### config.mk
export PLATFORM = sky130hd
export DESIGN_NAME = vna_ram
export DESIGN_NICKNAME = d
export VERILOG_FILES = /design/src/rtl/vertex_normal_accumulator_core_macros.svh /design/src/rtl/vna_ram.sv
export SDC_FILE = /design/constraint.sdc
export NUM_CORES = 1
export LEC_CHECK = 0
export BUFFER_PORTS_ARGS = -buffer_cell sky130_fd_sc_hd__buf_2
export CAP_MARGIN = 30
export CELL_PAD_IN_SITES_DETAIL_PLACEMENT = 1
export CELL_PAD_IN_SITES_GLOBAL_PLACEMENT = 2
export CORE_UTILIZATION = 48
export CTS_CLUSTER_DIAMETER = 100
export CTS_CLUSTER_SIZE = 30
export DETAILED_ROUTE_END_ITERATION = 10
export MAX_ROUTING_LAYER = met4
export PLACE_DENSITY_LB_ADDON = 0.1
export SLEW_MARGIN = 20
export SYNTH_ARGS = -nofsm -noshare
export SYNTH_HDL_FRONTEND = slang
export SYNTH_SLANG_ARGS = --single-unit
### constraint.sdc
create_clock -name i_clk -period 3.1 [get_ports i_clk]
set_input_delay 0.62 -clock i_clk [delete_from_list [all_inputs] [get_ports i_clk]]
set_output_delay 0.62 -clock i_clk [all_outputs]
set_load 0.01 [all_outputs]
### src/rtl/vertex_normal_accumulator_core_macros.svh
// Assertion macros shared by the vertex normal accumulator RTL.
`ifndef VERTEX_NORMAL_ACCUMULATOR_CORE_MACROS_SVH
`define VERTEX_NORMAL_ACCUMULATOR_CORE_MACROS_SVH

// Antecedent implies consequent in the same cycle.
`define VNA_ASSERT_SAME(label, clk, rst_n, ante, cons, msg) \
    label: assert property (@(posedge clk) disable iff (!(rst_n)) (ante) |-> (cons)) \
        else $error(msg);

// Antecedent implies consequent in the next cycle.
`define VNA_ASSERT_NEXT(label, clk, rst_n, ante, cons, msg) \
    label: assert property (@(posedge clk) disable iff (!(rst_n)) (ante) |=> (cons)) \
        else $error(msg);

`endif

### src/rtl/vna_ram.sv
// Generic single-port synchronous RAM with registered read data.
module vna_ram #(
    parameter int WIDTH = 8,
    parameter int DEPTH = 16,
    parameter int AW = $clog2(DEPTH)
) (
    input  logic             i_clk,
    input  logic             i_we,
    input  logic [AW-1:0]    i_addr,
    input  logic [WIDTH-1:0] i_wdata,
    output logic [WIDTH-1:0] o_rdata
);
    logic [WIDTH-1:0] r_mem [DEPTH];
    logic [WIDTH-1:0] r_rdata;

    always_ff @(posedge i_clk) begin
        if (i_we) begin
            r_mem[i_addr] <= i_wdata;
        end
        r_rdata <= r_mem[i_addr];
    end

    assign o_rdata = r_rdata;
endmodule

After elaboration in Yosys (flattened, before gate mapping) --
Memory sizes are Yosys's and may differ from the RTL's. A register that Yosys moved wholly into a read port is not among the register bits. Index checks and enable logic that the tools add are counted. Widths: inputs -> output; s select.
Storage, ports and cells: register bits after elaboration 0, latch bits 0, bits in writable memories 128, memory bits (read-only) 0, bits of input ports 14, output and inout port bits 8, memories 1
Memory list:
- r_mem | depth 16, bits a word 8, rd ports 1, clocked after memory_dff 1, write ports 1, RTL line vna_ram.sv:13 | logic [WIDTH-1:0] r_mem [DEPTH];
Operators by class: $add $sub $neg 0, multipliers 0, div/mod/pow operators 0, $lt $le $gt $ge 0, equal/unequal tests 0, shifts and indexed selects 0, multiplexer cells 2, bitwise operators 0, reductions and logical operators 0
Operators with widths (count):
- $mux 1 | 2

Longest topological paths before layout --
depth after elaboration 2, mapped depth 5, depth with buffers taken out 3

Least setup slack after synthesis --
No wires, ideal clock.
path kind input -> register, start point input i_addr[2], end point memory r_mem[0][0], enable pin, arrival 1730 ps, required time 2717 ps, setup slack 987 ps, stages on the path 2, path buffers 0, cells stage by stage or3b_2 -> nor3_1
RTL lines:
- start: declaration | RTL line vna_ram.sv:9 | input logic [AW-1:0] i_addr,
- end: declaration | RTL line vna_ram.sv:13
Straight into the memory's write port.

Worst setup path after layout --
start point input i_addr[0], end point memory r_mem[14][5], enable pin
Straight into the memory's write port.

==> flow_metrics.env <==
export IMPL_status="finished, final reports clean"
export IMPL_initial_utilization_pct=49.31
export IMPL_overflow=0
export IMPL_timing_max_cap_violations=0
export IMPL_use_met3_pct=5.178
export IMPL_ys_seq_area_share_pct=79.01
export IMPL_n_fill_cell=892
export IMPL_top_usage_layer="met2"
export IMPL_cpMaxStageDelayCell="nor2_1"
export IMPL_setup_worst_path_end_class="register"
export IMPL_clkTransAtPathRegs_ns=0.06
export IMPL_finalMaxSlewViolations=0
export IMPL_drc=0
export IMPL_die_h_microns=104.7
export IMPL_setup_viol=0
export IMPL_required_ns=3.25
export IMPL_hpwl_microns=6578
export IMPL_path_class="in2reg"
export IMPL_coreArea_sq_um=10280
export IMPL_synth_top_area_share_pct=75.85
export IMPL_grtUsageMet1_pct=27.78
export IMPL_clock_latency_ns=0.52
export IMPL_finalHoldViolCount=0
export IMPL_drt_total_wl_microns=10300
export IMPL_syn2layout_area_growth_pct=19.51
export IMPL_grt_max_degree=31
export IMPL_synth_seq_cells=136
export IMPL_tns_ns=0
export IMPL_arrival_ns=1.89
export IMPL_portBuffers=21
export IMPL_root_buffer="clkbuf_8"
export IMPL_grt_pass1_vias=2593
export IMPL_syn_area_per_cell_sq_um=22.03
export IMPL_grt_setup_unrepaired="no"
export IMPL_tightest_slew_ns=0.8786
export IMPL_cp_max_fo=18
export IMPL_cts_hold_buf=0
export IMPL_use_met2_pct=34.25
export IMPL_avgViaCountPerCell=5.644
export IMPL_vias=2393
export IMPL_dr_pass1_iters=4
export IMPL_layout_commonest_cell="edfxtp_1"
export IMPL_multiInputGateArea_sq_um=1008
export IMPL_yosysTopAreaCell="edfxtp_1"
export IMPL_wl_per_cell_microns=24.29
export IMPL_regArea_sq_um=4004
export IMPL_synth_cells=230
export IMPL_setup_worst_path_start_class="input port"
export IMPL_ant_nets=0
export IMPL_fin_skew_ns=0.005640
export IMPL_fmax_ghz=0.5751
export IMPL_layout_drive_gt1_share_pct=34.72
export IMPL_post_cts_buffers=0
export IMPL_grt_pass1_wl_microns=15910
export IMPL_clkSinkCount=136
export IMPL_cts_tree="done"
export IMPL_diodes=0
export IMPL_hp_class="in2reg"
export IMPL_period_share_pct=56.09
export IMPL_cp_slowest_stage_delay_ns=0.66
export IMPL_die_area_sq_um=10970
export IMPL_numCtsBuffers=17
export IMPL_post_route_min_period_ns=1.739
export IMPL_ys_types=18
export IMPL_ys_warnings_count=0
export IMPL_nets=289
export IMPL_synthTopCellsByArea="edfxtp_1 (76%), mux4_2 (14%), dfxtp_1 (3.2%)"
export IMPL_slew_headroom_pct=41.31
export IMPL_cellLeakagePower_nw=2.017
export IMPL_worstPathCellList="buf_2, buf_12, nand2b_1, nor2_1"
export IMPL_synth_net_count=244
export IMPL_p_per_area_nw_per_um2=719.6
export IMPL_cts_resized=0
export IMPL_num_rows=37
export IMPL_fin_util_pct=58.92
export IMPL_track_usage_pct=21.87
export IMPL_ioPinCount=22
export IMPL_routabilityCongestion=0.7750
export IMPL_antenna_found_initial=0
export IMPL_h_tree_depth=4
export IMPL_cts_buffer_depth=2
export IMPL_die_width_microns=104.7
export IMPL_synth_area_sq_um=5067
export IMPL_mostFrequentLayoutCells="edfxtp_1 (128), mux4_2 (32), buf_2 (21)"
export IMPL_drt_iter0_markers=128
export IMPL_max_vdd_ir_drop_mv=0.3899
-- logic make-up (layout without fill, tap and decap cells) --
group                  count (synthesis)  in the layout  share of synthesized area (%)
muxes                                 32             32                          14.22
buffers and inverters                 11             69                          1.185
and+or+nand+nor                       35             35                          3.210
DFF                                  136            136                          79.01
AOI/OAI and AO/OA                     16             16                          2.370
-- state kept, by name, summed over array words and instances (netlist names) --
signal,count
o_rdata,8
r_mem,128
-- critical path, delay by kind of cell --
kind / cells / cell delay, ns
buffers and inverters: 2 / 0.39
and+or+nand+nor: 2 / 0.87
-- through the flow --
stage | hold slack (ns) | total power, mW | cells | cell area [sq um] | setup slack (ns)
after floorplan | 0.6349 | 2.215 | 230 | 5067 | 0.9870
after global placement | 0.6484 | 2.299 | 392 | 5428 | 0.8482
after detailed placement | 0.6660 | 2.306 | 392 | 5428 | 0.7867
after CTS | 0.4712 | 4.399 | 424 | 6051 | 1.310
after global routing | 0.4883 | 4.481 | 424 | 6056 | 1.286
final | 0.4988 | 4.358 | 424 | 6056 | 1.361
-- path summary, 6_finish.rpt --
path | end | cells after the start | slack, ns | startpoint
setup / recovery | r_mem[14][5] | 4 | 1.36 | i_addr[0]
hold / removal | r_mem[7][0] | 1 | 0.50 | i_wdata[0]
setup reg to reg | o_rdata[2] | 3 | 1.74 | r_mem[2][2]
hold reg to reg | o_rdata[1] | 3 | 0.67 | r_mem[14][1]
-- power by group --
group          switching (mW)  leakage, nW  internal, mW
sequential             0.0112         1.22          2.06
combinational           0.115        0.489        0.0820
clock                   0.704        0.305          1.39
total                   0.831         2.02          3.53
-- final cells by class --
type                       instances  area share (%)
clock buffer                      24           7.934
clock inverter                     8           2.355
multi-input combinational         83           16.65
sequential                       136           66.12
tap                              136           2.810
timing repair buffer              37           4.132
-- Yosys cell counts, drive strengths merged --
| library cell | instances |
|---|---|
| and2 | 1 |
| nor2 | 13 |
| clkbuf | 3 |
| mux4 | 32 |
| nand3b | 2 |
| nand2 | 9 |
| or3b | 1 |
| a22oi | 16 |
| dfxtp | 8 |
| nand3 | 1 |
| edfxtp | 128 |
| nand2b | 2 |
| buf | 8 |
| nor3 | 4 |
| nor2b | 2 |
-- per-layer routing --
layer | share of wire (%) | vias up
met5 | 0 | -
met4 | 1.8 | 0
met3 | 3.3 | 16
met2 | 51 | 53
met1 | 44 | 1271
li1 | - | 1053
No activity file was read; power rests on OpenSTA's default activity.
