<file path="config.mk">
export PLATFORM = sky130hd
export DESIGN_NAME = vna_norm
export DESIGN_NICKNAME = d
export VERILOG_FILES = /design/src/rtl/vertex_normal_accumulator_core_macros.svh /design/src/rtl/vna_pkg.sv /design/src/rtl/vna_norm.sv
export SDC_FILE = /design/constraint.sdc
export NUM_CORES = 2
export LEC_CHECK = 0
export ABC_AREA = 1
export ABC_CLOCK_PERIOD_IN_PS = 12900
export BUFFER_PORTS_ARGS = -buffer_cell sky130_fd_sc_hd__buf_2
export CAP_MARGIN = 20
export CORE_ASPECT_RATIO = 0.5
export CORE_MARGIN = 2
export CORE_UTILIZATION = 43
export CTS_BUF_LIST = sky130_fd_sc_hd__clkbuf_16
export CTS_CLUSTER_SIZE = 20
export DETAILED_ROUTE_END_ITERATION = 6
export PLACE_DENSITY = 0.64
export SLEW_MARGIN = 15
export SYNTH_ARGS = -nofsm -noshare
export SYNTH_HDL_FRONTEND = slang
export SYNTH_SLANG_ARGS = --single-unit
</file>
<file path="constraint.sdc">
create_clock -name i_clk -period 12.9 [get_ports i_clk]
set_clock_uncertainty 0.05 [all_clocks]
set_input_delay 0.645 -clock i_clk [delete_from_list [all_inputs] [get_ports i_clk]]
set_output_delay 0.645 -clock i_clk [all_outputs]
set_load 0.005 [all_outputs]
</file>
<file path="src/rtl/vertex_normal_accumulator_core_macros.svh">
// Assertion macros shared by the vertex normal accumulator RTL.
`ifndef VERTEX_NORMAL_ACCUMULATOR_CORE_MACROS_SVH
`define VERTEX_NORMAL_ACCUMULATOR_CORE_MACROS_SVH

// Antecedent implies consequent in the same cycle.
`define VNA_ASSERT_SAME(label, clk, rst_n, ante, cons, msg) \
    label: assert property (@(posedge clk) disable iff (!(rst_n)) (ante) |-> (cons)) \
        else $error(msg);

// Antecedent implies consequent in the next cycle.
`define VNA_ASSERT_NEXT(label, clk, rst_n, ante, cons, msg) \
    label: assert property (@(posedge clk) disable iff (!(rst_n)) (ante) |=> (cons)) \
        else $error(msg);

`endif

</file>
<file path="src/rtl/vna_pkg.sv">
// Shared constants and types of the vertex normal accumulator.
package vna_pkg;
    localparam int VERTEX_DEPTH = 1024;
    localparam int IDX_W = $clog2(VERTEX_DEPTH);
    localparam int CNT_W = $clog2(VERTEX_DEPTH + 1);
    localparam int IN_IDX_W = 16;
    localparam int COORD_W = 24;
    localparam int ACC_W = 64;
    localparam int UNIT_W = 16;
    localparam int CORNERS = 3;
    localparam int POS_W = 3 * COORD_W;
    localparam int ACCV_W = 3 * ACC_W;

    typedef logic [1:0] t_kind;
    localparam t_kind KIND_LOAD = 2'd0;
    localparam t_kind KIND_TRI = 2'd1;
    localparam t_kind KIND_READ = 2'd2;
endpackage

</file>
<file path="src/rtl/vna_norm.sv">
// Iterative normalizer: scaling, sum of squares, bit-serial root and division.
module vna_norm (
    input  logic i_clk,
    input  logic i_rst_n,
    input  logic i_start,
    input  logic [vna_pkg::ACC_W-1:0] i_acc_x,
    input  logic [vna_pkg::ACC_W-1:0] i_acc_y,
    input  logic [vna_pkg::ACC_W-1:0] i_acc_z,
    output logic o_done,
    output logic o_valid,
    output logic signed [vna_pkg::UNIT_W-1:0] o_unit_x,
    output logic signed [vna_pkg::UNIT_W-1:0] o_unit_y,
    output logic signed [vna_pkg::UNIT_W-1:0] o_unit_z
);
    import vna_pkg::*;

    localparam logic [2:0] N_IDLE = 3'd0;
    localparam logic [2:0] N_SHIFT = 3'd1;
    localparam logic [2:0] N_SQ = 3'd2;
    localparam logic [2:0] N_SQRT = 3'd3;
    localparam logic [2:0] N_DSET = 3'd4;
    localparam logic [2:0] N_DIV = 3'd5;

    logic [2:0] r_state;
    logic [ACC_W-1:0] r_m [3];
    logic [ACC_W-1:0] r_mx;
    logic [2:0] r_neg;
    logic [1:0] r_k;
    logic [63:0] r_s;
    logic [63:0] r_rem;
    logic [63:0] r_res;
    logic [63:0] r_bit;
    logic [31:0] r_drem;
    logic [16:0] r_dnum;
    logic [16:0] r_q;
    logic [4:0] r_cnt;
    logic r_done;
    logic r_valid;
    logic signed [UNIT_W-1:0] r_u [3];

    logic [ACC_W-1:0] w_mag [3];
    logic [ACC_W-1:0] w_max;
    logic [30:0] w_mk;
    logic [61:0] w_sq;
    logic [63:0] w_rb;
    logic [46:0] w_num;
    logic [32:0] w_t;
    logic w_ge;
    logic [16:0] w_qn;
    logic [14:0] w_sat;
    logic signed [UNIT_W-1:0] w_signed;

    always_comb begin
        w_mag[0] = i_acc_x[ACC_W-1] ? (~i_acc_x + 64'd1) : i_acc_x;
        w_mag[1] = i_acc_y[ACC_W-1] ? (~i_acc_y + 64'd1) : i_acc_y;
        w_mag[2] = i_acc_z[ACC_W-1] ? (~i_acc_z + 64'd1) : i_acc_z;
        w_max = w_mag[0];
        if (w_mag[1] > w_max) begin
            w_max = w_mag[1];
        end
        if (w_mag[2] > w_max) begin
            w_max = w_mag[2];
        end
    end

    always_comb begin
        unique case (r_k)
            2'd0: w_mk = r_m[0][30:0];
            2'd1: w_mk = r_m[1][30:0];
            2'd2: w_mk = r_m[2][30:0];
            default: w_mk = '0;
        endcase
    end

    assign w_sq = w_mk * w_mk;
    assign w_rb = r_res + r_bit;
    assign w_num = {w_mk, 16'd0} - {w_mk, 15'd0} + {16'd0, r_res[31:1]};
    assign w_t = {r_drem, r_dnum[16]};
    assign w_ge = w_t >= {1'b0, r_res[31:0]};
    assign w_qn = {r_q[15:0], w_ge};
    assign w_sat = (w_qn > 17'd32767) ? 15'h7fff : w_qn[14:0];
    assign w_signed = r_neg[r_k] ? -$signed({1'b0, w_sat}) : $signed({1'b0, w_sat});

    always_ff @(posedge i_clk) begin
        if (!i_rst_n) begin
            r_state <= N_IDLE;
            r_done <= 1'b0;
            r_valid <= 1'b0;
        end else begin
            r_done <= 1'b0;
            unique case (r_state)
                N_IDLE: begin
                    if (i_start) begin
                        r_m[0] <= w_mag[0];
                        r_m[1] <= w_mag[1];
                        r_m[2] <= w_mag[2];
                        r_mx <= w_max;
                        r_neg <= {i_acc_z[ACC_W-1], i_acc_y[ACC_W-1], i_acc_x[ACC_W-1]};
                        if (w_max == '0) begin
                            r_done <= 1'b1;
                            r_valid <= 1'b0;
                            r_u[0] <= '0;
                            r_u[1] <= '0;
                            r_u[2] <= '0;
                        end else begin
                            r_state <= N_SHIFT;
                        end
                    end
                end
                N_SHIFT: begin
                    if (r_mx[63:31] != '0) begin
                        r_mx <= r_mx >> 1;
                        r_m[0] <= r_m[0] >> 1;
                        r_m[1] <= r_m[1] >> 1;
                        r_m[2] <= r_m[2] >> 1;
                    end else if (!r_mx[30]) begin
                        r_mx <= r_mx << 1;
                        r_m[0] <= r_m[0] << 1;
                        r_m[1] <= r_m[1] << 1;
                        r_m[2] <= r_m[2] << 1;
                    end else begin
                        r_s <= '0;
                        r_k <= 2'd0;
                        r_state <= N_SQ;
                    end
                end
                N_SQ: begin
                    if (r_k == 2'd3) begin
                        r_rem <= r_s;
                        r_res <= '0;
                        r_bit <= 64'd1 << 62;
                        r_state <= N_SQRT;
                    end else begin
                        r_s <= r_s + {2'd0, w_sq};
                        r_k <= r_k + 2'd1;
                    end
                end
                N_SQRT: begin
                    if (r_rem >= w_rb) begin
                        r_rem <= r_rem - w_rb;
                        r_res <= (r_res >> 1) + r_bit;
                    end else begin
                        r_res <= r_res >> 1;
                    end
                    r_bit <= r_bit >> 2;
                    if (r_bit == 64'd1) begin
                        r_k <= 2'd0;
                        r_state <= N_DSET;
                    end
                end
                N_DSET: begin
                    r_drem <= {2'd0, w_num[46:17]};
                    r_dnum <= w_num[16:0];
                    r_q <= '0;
                    r_cnt <= '0;
                    r_state <= N_DIV;
                end
                N_DIV: begin
                    r_dnum <= r_dnum << 1;
                    r_q <= w_qn;
                    r_drem <= w_ge ? 32'(w_t - {1'b0, r_res[31:0]}) : w_t[31:0];
                    r_cnt <= r_cnt + 5'd1;
                    if (r_cnt == 5'd16) begin
                        r_u[r_k] <= w_signed;
                        if (r_k == 2'd2) begin
                            r_done <= 1'b1;
                            r_valid <= 1'b1;
                            r_state <= N_IDLE;
                        end else begin
                            r_k <= r_k + 2'd1;
                            r_state <= N_DSET;
                        end
                    end
                end
                default: r_state <= N_IDLE;
            endcase
        end
    end

    assign o_done = r_done;
    assign o_valid = r_valid;
    assign o_unit_x = r_u[0];
    assign o_unit_y = r_u[1];
    assign o_unit_z = r_u[2];
endmodule

</file>
## Word level (Yosys, flattened, before mapping)

Memories as Yosys holds them, arrays and structs flattened.
Cells that the tools add are included.

- RAM bits: 240
- Memory bits (read-only): 0
- Input port bits: 195
- Logic and storage cells: 176
- Register bits: 400
- Memories kept: 2
- Bits in latches: 0

- Reductions and logical operators: 21
- Shift operators: 0
- Bitwise gates (word level): 9
- Equality and inequality tests: 23
- Div/mod/pow operators: 0
- Multiplexer cells: 86
- Order comparisons: 6
- Multiply operators: 1
- Add/subtract/negate cells: 13

Memory list:

| memory | words | bits a word | rd ports | clocked after memory_dff | wr ports | line | text |
|---|---|---|---|---|---|---|---|
| r_m | 3 | 64 | 3 | 0 | 3 | vna_norm.sv:25 | `logic [ACC_W-1:0] r_m [3];` |
| r_u | 3 | 16 | 3 | 0 | 3 | vna_norm.sv:39 | `logic signed [UNIT_W-1:0] r_u [3];` |

Operator list:

| kind | count |
|---|---|
| $mux W64 | 22 |
| $pmux W64 S2 | 5 |
| $add A64 B1 Y64 const B | 3 |
| $not A64 Y64 | 3 |
| $gt A64 B64 Y1 | 2 |
| $pmux W31 S3 | 1 |
| $add A63 B64 Y64 | 1 |
| $add A64 B62 Y64 | 1 |
| $add A64 B64 Y64 | 1 |
| $eq A64 B1 Y1 const B | 1 |
| $ge A64 B64 Y1 | 1 |
| $logic_not A64 Y1 | 1 |
| $pmux W32 S2 | 1 |
| $sub A64 B64 Y64 | 1 |
| $mul A31 B31 Y62 | 1 |
| $add A47 B31 Y47 | 1 |
| $sub A47 B46 Y47 | 1 |
| $pmux W17 S2 | 1 |
| $ge A33 B32 Y1 | 1 |
| $reduce_bool A33 Y1 | 1 |
| $mux W16 | 2 |
| $mux W32 | 1 |
| $pmux W16 S2 | 1 |
| $sub A32 B32 Y32 | 1 |
| 34 further kinds | 104 |

## Depth between registers and ports, before layout

- Depth in word-level cells: 14
- Depth in mapped cells: 58
- Mapped depth without buffers: 56

## Least setup slack after synthesis

OpenSTA, ideal clock, no wires.

- Kind: register to register
- From: register r_res[2]
- To: register r_rem[0] (enable)
- Cell stages (with the launch flop): 35
- Path slack: 1.748 ns
- Data required time: 12.206 ns
- Library setup time: 0.644 ns
- Arrival time: 10.459 ns
- Cells stage by stage: edfxtp_1 ha_1 nand2_1 a21oi_1 nand2_1 nand2_1 nand2_1 o21ai_0 nand2_1 inv_1 a31oi_1 o21bai_1 nand2_1 o21ai_0 nand2_1 nand2_1 a21oi_1 o21bai_1 nand2_1 nand3_1 nand2_1 o21ai_0 a21oi_1 nand2_1 nand2_1 ha_1 inv_1 nor3_1 nand2_1 nor2_1 and3_1 nand3_1 nand3_1 nor2_1 nor4_1

- Word-level cells in the longest chain between the ends: 4

Ends and longest elaborated chain:

| what | line | text |
|---|---|---|
| from (decl) | vna_norm.sv:31 | `logic [63:0] r_res;` |
| from (signal assigned) | vna_norm.sv:141 | `r_res <= (r_res >> 1) + r_bit;` |
| from (signal assigned) | vna_norm.sv:143 | `r_res <= r_res >> 1;` |
| $add A64 B64 Y64 | vna_norm.sv:76 | `assign w_rb = r_res + r_bit;` |
| $ge A64 B64 Y1 | vna_norm.sv:139 | `if (r_rem >= w_rb) begin` |
| $ne A2 B2 Y1 (no line) | n/a |  |
| $reduce_and A4 Y1 (no line) | n/a |  |
| to (signal assigned) | vna_norm.sv:129 | `r_rem <= r_s;` |
| to (signal assigned) | vna_norm.sv:140 | `r_rem <= r_rem - w_rb;` |
| to (decl) | vna_norm.sv:30 | `logic [63:0] r_rem;` |

Every way passes these cells.
A chain may end at the register's enable or synchronous reset.

==> reports/results.md <==
| Quantity | This run |
| --- | --- |
| Result of the run | completed |
| Worst Max-Slew Pin Slew | 1.27 ns |
| Sequential share of the synthesized area | 22.9% |
| Drt wl/cell | 21.8 um |
| CTS tree | built |
| Max Root-Sink Buffers | 3 |
| Multi-input gate area | 0.0528 mm2 |
| Total number of yosys warnings | 0 |
| Grt total ovfl | 0 |
| Number of detailed-routing iterations run before antenna repair | 6 |
| Port buffer count | 244 |
| Cell with the most instances on the worst path | sky130_fd_sc_hd__nand2_1 |
| Clock period minus final worst setup slack | 10.26 ns |
| TNS Setup | 0 ns |
| Clk slew on worst S/H paths | 0.06 ns |
| CP max stage delay | 0.64 ns |
| Routed wire length | 281000 um |
| Post-layout nets | 12000 |
| Critical path data arrival time | 10.54 ns |
| Detail Placement HPWL | 226000 um |
| Later-pin clock latency in the skew report | 0.71 ns |
| Setup Buffers After CTS | 0 |
| Async set or reset register ratio after synthesis | 0% |
| Area of the core | 0.183 mm2 |
| MaxCap Viol Count | 0 |
| Clock buffers created by TritonCTS | 70 |
| Layout Area Growth over Synthesis | 8.38% |
| Count of H-tree levels built during CTS | 3 |
| Vertical die dimension | 308 um |
| Net Count, Synth | 11800 |
| Number of nets with antenna violations after detailed routing | 0 |
| Die width | 612 um |
| Critical path launch point type | primary input |
| Nature of the critical path endpoint | register |
| Per-instance average area after synthesis | 7.80 um2 |
| Slowest stage cell on the critical path | sky130_fd_sc_hd__nand2_1 |
| Fraction of final layout cells with drive strength greater than 1 | 5.36% |
| Register Area | 0.0182 mm2 |
| Period utilisation layout | 79.6% |
| Number of fill cells in the layout | 18400 |
| Number of antenna violations at the first check in global routing | 14 |
| Top cell type by total area after synthesis | sky130_fd_sc_hd__edfxtp_1 |
| Number of placement rows | 111 |
| Total count of hold-check failures in the final report | 0 |
| Portion of synthesized cell area occupied by the leading cell type | 22.8% |
| Setup repair after global routing missed its margin | false |
| Via count normalized by instance count | 5.51 |
| Unique masters post-synth | 65 |
| Cts hold-fix bufs | 0 |
| F_max | 0.0974 GHz |
| Initial Utilization | 43.4% |
| Critical path peak fanout | 62 |
| #FFs+latches synth | 608 |
| Final Max Tran Viols | 0 |
| Wire length of the first global-routing pass | 423000 um |
| Cell Area, Synth | 0.0796 mm2 |
| Placer congestion estimate | 0.993 |
| Die Area | 0.189 mm2 |
| Ranking of synthesized cells by area | sky130_fd_sc_hd__edfxtp_1, sky130_fd_sc_hd__fa_1, sky130_fd_sc_hd__ha_1 |
| Final setup viols | 0 |
| Path type of the worst setup path | in -> reg |
| Count of mapped cells out of synthesis | 10200 |
| WP data required | 13.18 ns |
| Slew Limit Headroom | 14.9% |
| Vias post-DR | 71100 |
| Primary FF master, synth | sky130_fd_sc_hd__edfxtp_1 |
| Clock root cell | sky130_fd_sc_hd__clkbuf_16 |
| # clock sinks | 608 |
| Largest net degree at the start of global routing | 157 |
| DR DRC count | 0 |
| Post-CTS resize count | 0 |
| Post-synth EDFFs | 603 |
| Min-delay worst type | in -> reg |
| Number of design-rule violations left by the first detailed-router iteration | 6848 |
| Total I/O pin count | 245 |
| Via count of the first global-routing pass | 69800 |
| Gr usage total | 29.6% |
==> metrics by stage <==
| stage | worst slack (ns) | hold WS, ns | instances | cell area (um2) | util (%) |
|---|---|---|---|---|---|
| after global placement | 2.39 | 0.453 | 12800 | 83800 | 45.7 |
| after floorplan | 1.75 | 0.423 | 10200 | 79600 | - |
| final | 2.64 | 0.206 | 12900 | 86200 | 47.0 |
| after detailed placement | 2.20 | 0.456 | 12800 | 83800 | 45.7 |
| after global routing | 1.93 | 0.228 | 12900 | 86200 | 47.0 |
| after CTS | 2.89 | 0.190 | 12900 | 86100 | 46.9 |
==> area by class of cell <==
type | instances | area share (%)
clock buffers | 71 | 2.06
repair buffers | 365 | 2.51
clock inverters | 57 | 0.665
inverters | 2014 | 8.78
multi-input cells | 7285 | 61.2
flip-flops and latches | 608 | 21.1
diodes | 9 | 0.0261
well taps | 2486 | 3.61
==> critical path: cells and delay by family <==
| family | cells | cell delay [ns] |
|---|---|---|
| AND/OR/NAND/NOR | 33 | 6.99 |
| buffers and inverters | 6 | 1.82 |
| adder cells (fa/ha/maj) | 2 | 0.45 |
| XOR/XNOR | 1 | 0.32 |
| AO/OA/AOI/OAI | 1 | 0.22 |
==> worst paths after layout <==
path	slack (ns)	endpoint	cells past startpoint	start
max	2.64	r_u[0][12]	43	i_acc_y[0]
min	0.21	r_state[1]	3	i_rst_n
max reg2reg	2.69	r_s[56]	37	r_k[0]
min reg2reg	0.46	o_valid	2	o_valid
==> state kept, by name, summed over array words and instances, names as in the netlist <==
name,cells
r_m,192
r_s,64
r_drem,32
r_neg,3
r_k,2
r_mx,64
r_dnum,17
r_rem,64
r_state,3
r_q,16
r_bit,32
o_done,1
o_valid,1
r_res,64
r_cnt,5
r_u,48
==> placed cells by master, fill, tap and decap left out, types with 9 or more instances in the layout <==
cell type	count
sky130_fd_sc_hd__nand3_1	266
sky130_fd_sc_hd__a21oi_1	634
sky130_fd_sc_hd__o21bai_1	23
sky130_fd_sc_hd__clkbuf_16	71
sky130_fd_sc_hd__o221ai_1	67
sky130_fd_sc_hd__o21ai_0	693
sky130_fd_sc_hd__buf_2	244
sky130_fd_sc_hd__a211oi_1	11
sky130_fd_sc_hd__diode_2	9
sky130_fd_sc_hd__a31oi_1	77
sky130_fd_sc_hd__inv_6	9
sky130_fd_sc_hd__xnor2_1	153
sky130_fd_sc_hd__o211ai_1	52
sky130_fd_sc_hd__a21o_1	11
sky130_fd_sc_hd__ha_1	629
sky130_fd_sc_hd__nand4_1	72
sky130_fd_sc_hd__inv_2	14
sky130_fd_sc_hd__fa_1	825
sky130_fd_sc_hd__o31ai_1	15
sky130_fd_sc_hd__buf_4	119
sky130_fd_sc_hd__nor2_1	1225
sky130_fd_sc_hd__a21boi_0	12
sky130_fd_sc_hd__clkinv_1	19
sky130_fd_sc_hd__or2_2	18
sky130_fd_sc_hd__nor3_1	134
sky130_fd_sc_hd__inv_1	1999
sky130_fd_sc_hd__xor2_1	224
sky130_fd_sc_hd__o21ai_1	37
sky130_fd_sc_hd__nand3b_1	34
sky130_fd_sc_hd__nor2_2	13
sky130_fd_sc_hd__nand2_1	1786
sky130_fd_sc_hd__o21a_1	56
sky130_fd_sc_hd__edfxtp_1	603
sky130_fd_sc_hd__o22ai_1	52
sky130_fd_sc_hd__nor4_1	71
==> Yosys cell counts (7+ instances only) <==
cell type and count:
sky130_fd_sc_hd__clkinv_1 9, sky130_fd_sc_hd__nand2_1 1791, sky130_fd_sc_hd__buf_1 33, sky130_fd_sc_hd__xnor2_1 155
sky130_fd_sc_hd__a21boi_0 12, sky130_fd_sc_hd__o21ai_1 36, sky130_fd_sc_hd__or2_2 18, sky130_fd_sc_hd__o21ai_0 694
sky130_fd_sc_hd__o21bai_1 23, sky130_fd_sc_hd__nor3_1 136, sky130_fd_sc_hd__ha_1 629, sky130_fd_sc_hd__nand3_1 266
sky130_fd_sc_hd__o22ai_1 52, sky130_fd_sc_hd__nor2_2 12, sky130_fd_sc_hd__a21o_1 11, sky130_fd_sc_hd__nand3b_1 34
sky130_fd_sc_hd__o221ai_1 68, sky130_fd_sc_hd__o21a_1 56, sky130_fd_sc_hd__inv_1 1993, sky130_fd_sc_hd__fa_1 825
sky130_fd_sc_hd__xor2_1 228, sky130_fd_sc_hd__nand4_1 72, sky130_fd_sc_hd__a21oi_1 634, sky130_fd_sc_hd__o31ai_1 15
sky130_fd_sc_hd__inv_2 12, sky130_fd_sc_hd__a31oi_1 77, sky130_fd_sc_hd__o211ai_1 52, sky130_fd_sc_hd__and3_1 7
sky130_fd_sc_hd__nor4_1 72, sky130_fd_sc_hd__buf_2 8, sky130_fd_sc_hd__nor2_1 1232, sky130_fd_sc_hd__a221oi_1 8
sky130_fd_sc_hd__a211oi_1 11, sky130_fd_sc_hd__clkbuf_1 246, sky130_fd_sc_hd__edfxtp_1 603
==> logic make-up (layout without fill, tap and decap cells) <==
logic type      count (synthesis)  after routing  synth area share (%)
buf+inv                      2306           2507                  10.9
xor+xnor                      383            383                  4.22
compound gates               1784           1784                  12.5
simple gates                 3664           3664                  18.8
flops                         608            608                  22.9
fa+ha+maj                    1454           1454                  30.6
other cells                     0              9                     0
==> metal layers <==
| metal | GRT usage, % | routed length (um) | part of all wire (%) | up-vias |
|---|---|---|---|---|
| met1 | 38.4 | 114000 | 41 | 34100 |
| met5 | 0 | 34 | 0.012 | - |
| li1 | - | - | - | 33100 |
| met2 | 47.7 | 126000 | 45 | 3130 |
| met3 | 5.74 | 24900 | 8.9 | 697 |
| met4 | 14.0 | 15900 | 5.7 | 6 |
Power is left out: the tool's default activity adds up to more than one toggle a clock period on the data nets, which glitch-free logic cannot reach.
